## src/hdl/nldm_ram.sv

```systemverilog
// ----------------------------------------------------------------------------
// nldm_ram
// Simple dual-port synchronous RAM, one write and one registered read.
// ----------------------------------------------------------------------------
module nldm_ram #(
  parameter int unsigned W = 8,
  parameter int unsigned D = 256,
  localparam int unsigned AW = (D > 1) ? $clog2(D) : 1
) (
  input  logic          clk,
  input  logic          we,
  input  logic [AW-1:0] waddr,
  input  logic [W-1:0]  wdata,
  input  logic [AW-1:0] raddr,
  output logic [W-1:0]  rdata
);
  logic [W-1:0] mem [D];

  always_ff @(posedge clk) begin
    if (we) begin
      mem[waddr] <= wdata;
    end
    rdata <= mem[raddr];
  end
endmodule

```

## config.mk

```make
export PLATFORM = sky130hd
export DESIGN_NAME = nldm_ram
export DESIGN_NICKNAME = d
export VERILOG_FILES = /design/src/hdl/nldm_ram.sv
export SDC_FILE = /design/constraint.sdc
export NUM_CORES = 2
export LEC_CHECK = 0
export ABC_CLOCK_PERIOD_IN_PS = 2100
export BUFFER_PORTS_ARGS = -buffer_cell sky130_fd_sc_hd__buf_2
export CAP_MARGIN = 40
export CORE_MARGIN = 3
export CORE_UTILIZATION = 45
export CTS_BUF_LIST = sky130_fd_sc_hd__clkbuf_4
export DETAILED_ROUTE_END_ITERATION = 10
export GPL_TIMING_DRIVEN = 0
export HOLD_SLACK_MARGIN = 0.06
export MAX_ROUTING_LAYER = met4
export PLACE_DENSITY = 0.63
export SYNTH_ARGS = -nofsm -noshare
export SYNTH_HDL_FRONTEND = slang
export SYNTH_SLANG_ARGS = --single-unit
```

## constraint.sdc

```tcl
create_clock -name clk -period 2.1 [get_ports clk]
set_clock_uncertainty 0.2 [all_clocks]
set_input_delay 0.105 -clock clk [delete_from_list [all_inputs] [get_ports clk]]
set_output_delay 0.105 -clock clk [all_outputs]
set_load 0.01 [all_outputs]
```

Word-level counts from Yosys, hierarchy flattened
Memory sizes are Yosys's and may differ from the RTL's. A register that Yosys moved wholly into a read port is not among the register bits.
Cells that the tools add are included.

word-level totals
  bits in registers = 0
  RAM bits = 2,048
  output and inout bits = 8
  memories = 1

memories
  memory  depth  width  read ports  clocked after Yosys merged registers in  wr ports  RTL line  RTL
  mem     256    8      1           1                                        1         17        logic [W-1:0] mem [D];

cells by class
  multiplexer cells = 2

operators with widths
  operator           count
  1-bit two-way mux  2

Depth between registers and ports, before layout
  depth after elaboration = 2
  depth in mapped cells = 11

Worst setup path before layout
OpenSTA, ideal clock, no wires.

  path type = in2reg
  from = input port raddr[0]
  to = register rdata[2], read port of mem
  library setup time = 0.131 ns
  data arrival time = 1.912 ns
  required time = 1.769 ns
  slack = -0.143 ns
  cell stages on the path = 9
  path buffers = 4
  cell sequence = buf_6 > buf_12 > buf_8 > buf_2 > mux4_2 > a22oi_1 > a21oi_1 > nor4_1 > nor4_2

RTL lines
  what                RTL line  RTL
  start: declaration  14        input logic [AW-1:0] raddr,
  end: declaration    15        output logic [W-1:0] rdata

==> out/qor.txt <==
initial DRC count = 6438
asr flop ratio synth = 0%
Post-synth top flop = edfxtp_1
Slew Viols, Final = 0
final setup margin = -0.724 ns
DRC = 0
Power, Total = 84300 uW
final worst path period need = 2.82 ns
Worst R2R Path Depth = 6
CTS clock-pin slew for the worst setup and hold paths = 0.06 ns
largest net degree at the start of global routing = 162
DR vias = 44800
cell count after synthesis = 3733
DR vias/cell = 6.23
Critical Path Start Type = input pin
I/O pins = 34
Synth cell types = 55
die area = 182000 um2
count of flip-flops with a built-in enable after synthesis = 2048
initial antenna violation count = 23
Core Rows = 153
fraction of layout cells with a size suffix above 1 = 37.2%
fillcell total = 13700
Max Clock Freq = 0.354 GHz
Final Cycle Share = 134%
Seq/Total Area, Yosys = 77.5%
Leak = 0.0295 uW
Synth Cell Area = 79600 um2
post-synth top area share = 77.3%
Crit. End Element = register
CTS max path bufs = 4
Max Fanout on Critical Path = 12
GRT Util Overall = 27.8%
Synth Register Bits = 2056
largest cells by area after synthesis = edfxtp_1 (77%), mux4_2 (13%), mux2i_1 (1.7%)
CTS root buf = clkbuf_4
H-tree Lvls = 6
area leader, netlist = edfxtp_1
YS warnings = 0
clock latency reported for the late side of the worst-skew pair = 1.37 ns
Worst Tran Pin Value = 1.22 ns
Worst slew margin = 18.6%
final hold vios = 0
ANT nets after route = 0
CTS tree = built
Initial Utilization = 45.5%
hold depth = 5
TritonCTS Buffers = 549
worst flop-to-flop path startpoint = mem[47][1]$_DFFE_PP_
Post-Route WL = 245 mm
Max VDD drop = 0.000568 V
failing checks = negative setup slack
worst hold path type = input pin to register
hold worst-path end = mem[14][6]$_DFFE_PP_
Final setup violation count = 1479
vias in the first global route = 44600
critical path arrival = 3.76 ns
Util after Layout = 53.2%
post-synth net total = 3759
first-pass GRT wire length = 338 mm
total core area = 175000 um2
Die Wd = 426 um
Final #Nets = 4549
CP required = 3.04 ns
chip height = 426 um
status = finished with violations
most frequent cells in the layout = edfxtp_1 (2048), clkbuf_4 (780), mux4_2 (455)
GRT Residual Overflow = 0
Synth-to-Final Area Change = 16.8%
Power Dens Cells = 907 nW/um2
Max Cap Violations = 0
Placer Congestion = 0.946
RSZ-0062 raised after global routing = true
routed len/inst = 34.1 um
commonest non-fill, non-tap cell in the layout = edfxtp_1
number of clock sinks = 2056
Hold Startpoint = we
worst reg-to-reg setup slack = -0.54 ns
R2R Path End = rdata[1]$_DFF_P_
critical path class = input pin to register
port buffer count = 26
DR pass1 iterations = 6
Mean Syn Cell Area = 21.3 um2
hpwl dp = 159 mm
-- synth_stat cells, drive strengths merged (10+ instances only) --
master and number:
buf 122, o211ai 10, o221ai 47, a22oi 133, nor2b 31, o22ai 28, o21ai 12, mux4 456
a221oi 14, edfxtp 2048, clkbuf 111, nand2 33, mux2i 134, nor3 22, nand4 10, a21oi 96
nor4 27, nand3 34, a211oi 16, nor2 282
-- worst max-delay path by stage --
stage / start / endpoint / slack, ns / cells past startpoint
2_1_floorplan: raddr[0] / rdata[0]$_DFF_P_ / -0.02 / 9
3_5_place_dp: raddr[2] / rdata[4]$_DFF_P_ / -2.57 / 11
3_3_place_gp: raddr[4] / rdata[0]$_DFF_P_ / -3.49 / 8
6_report: raddr[3] / rdata[2]$_DFF_P_ / -0.72 / 10
4_1_cts: mem[136][2]$_DFFE_PP_ / rdata[2]$_DFF_P_ / -0.56 / 8
5_1_grt: mem[83][6]$_DFFE_PP_ / rdata[6]$_DFF_P_ / -0.56 / 6
-- power breakdown --
group / switching, uW / total [uW] / leakage (uW) / internal, uW
registers: 25.6 / 45300 / 0.0185 / 45200
clock network: 16100 / 33700 / 0.00388 / 17600
logic: 3550 / 5310 / 0.00710 / 1760
total: 19700 / 84300 / 0.0295 / 64600
-- sequential cells by signal, indices dropped and copies added, names as in the netlist --
name and flops:
mem 2048, rdata 8
-- layer usage --
| layer | up-vias | wire [um] | GRT usage, % |
|---|---|---|---|
| li1 | 17700 | - | - |
| met1 | 23200 | 88500 | 35.3 |
| met2 | 3259 | 114000 | 40.9 |
| met3 | 659 | 30600 | 8.52 |
| met4 | 0 | 12500 | 13.5 |
| met5 | - | 0 | - |
-- what timing repair did --
action | in CTS | in global routing
buffers inserted | 0 | 8
endpoints found under the hold margin | 3528 | 1080
hold buffers | 64 | 15
pin swaps | 21 | 15
gates resized for setup | 99 | 267
endpoints found under the setup margin | 88 | 1598
-- per-stage QoR --
step	hold slack [ns]	setup WS, ns	instance area, um2	TNS (ns)	instances
4_1_cts	-0.0104	-0.563	91900	-232.51	7153
5_1_grt	0.0488	-0.558	92900	-174.32	7185
3_5_place_dp	0.113	-2.57	84400	-1781.40	6223
3_3_place_gp	0.309	-3.49	82900	-7161.59	6084
6_report	0.114	-0.724	92900	-265.62	7194
2_1_floorplan	0.00387	-0.0238	79800	-4.79	3733
-- area by class of cell --
cell class | instances | area (um2) | share of cell area [%]
multi-input cells | 1442 | 17800 | 19.1
well taps | 2325 | 2910 | 3.13
diodes | 23 | 57.6 | 0.0619
clock buffers | 779 | 5850 | 6.29
flip-flops and latches | 2056 | 61700 | 66.4
inverters | 2 | 7.51 | 0.00808
clock inverters | 95 | 539 | 0.580
repair buffers | 240 | 2380 | 2.56
plain buffers | 232 | 1760 | 1.89
-- worst max-delay path, cell delays in order --
cell and delay (ns):
buf_2 0.17, buf_2 0.41, buf_1 0.63, buf_8 0.25, nand2b_1 0.13, dlygate4sd3_1 0.76
buf_2 0.37, a21oi_1 0.16, nor4_1 0.58, nor4_4 0.15
-- logic make-up (layout without fill, tap and decap cells) --
group	count (synthesis)	in the layout	share of synthesized area, %
muxes	591	591	14.6
DFF	2056	2056	77.5
buffers and inverters	235	1348	1.83
and+or+nand+nor	466	466	2.63
AOI/OAI and AO/OA	385	385	3.42
other	0	23	0
Power figures use the tool's default switching activity.
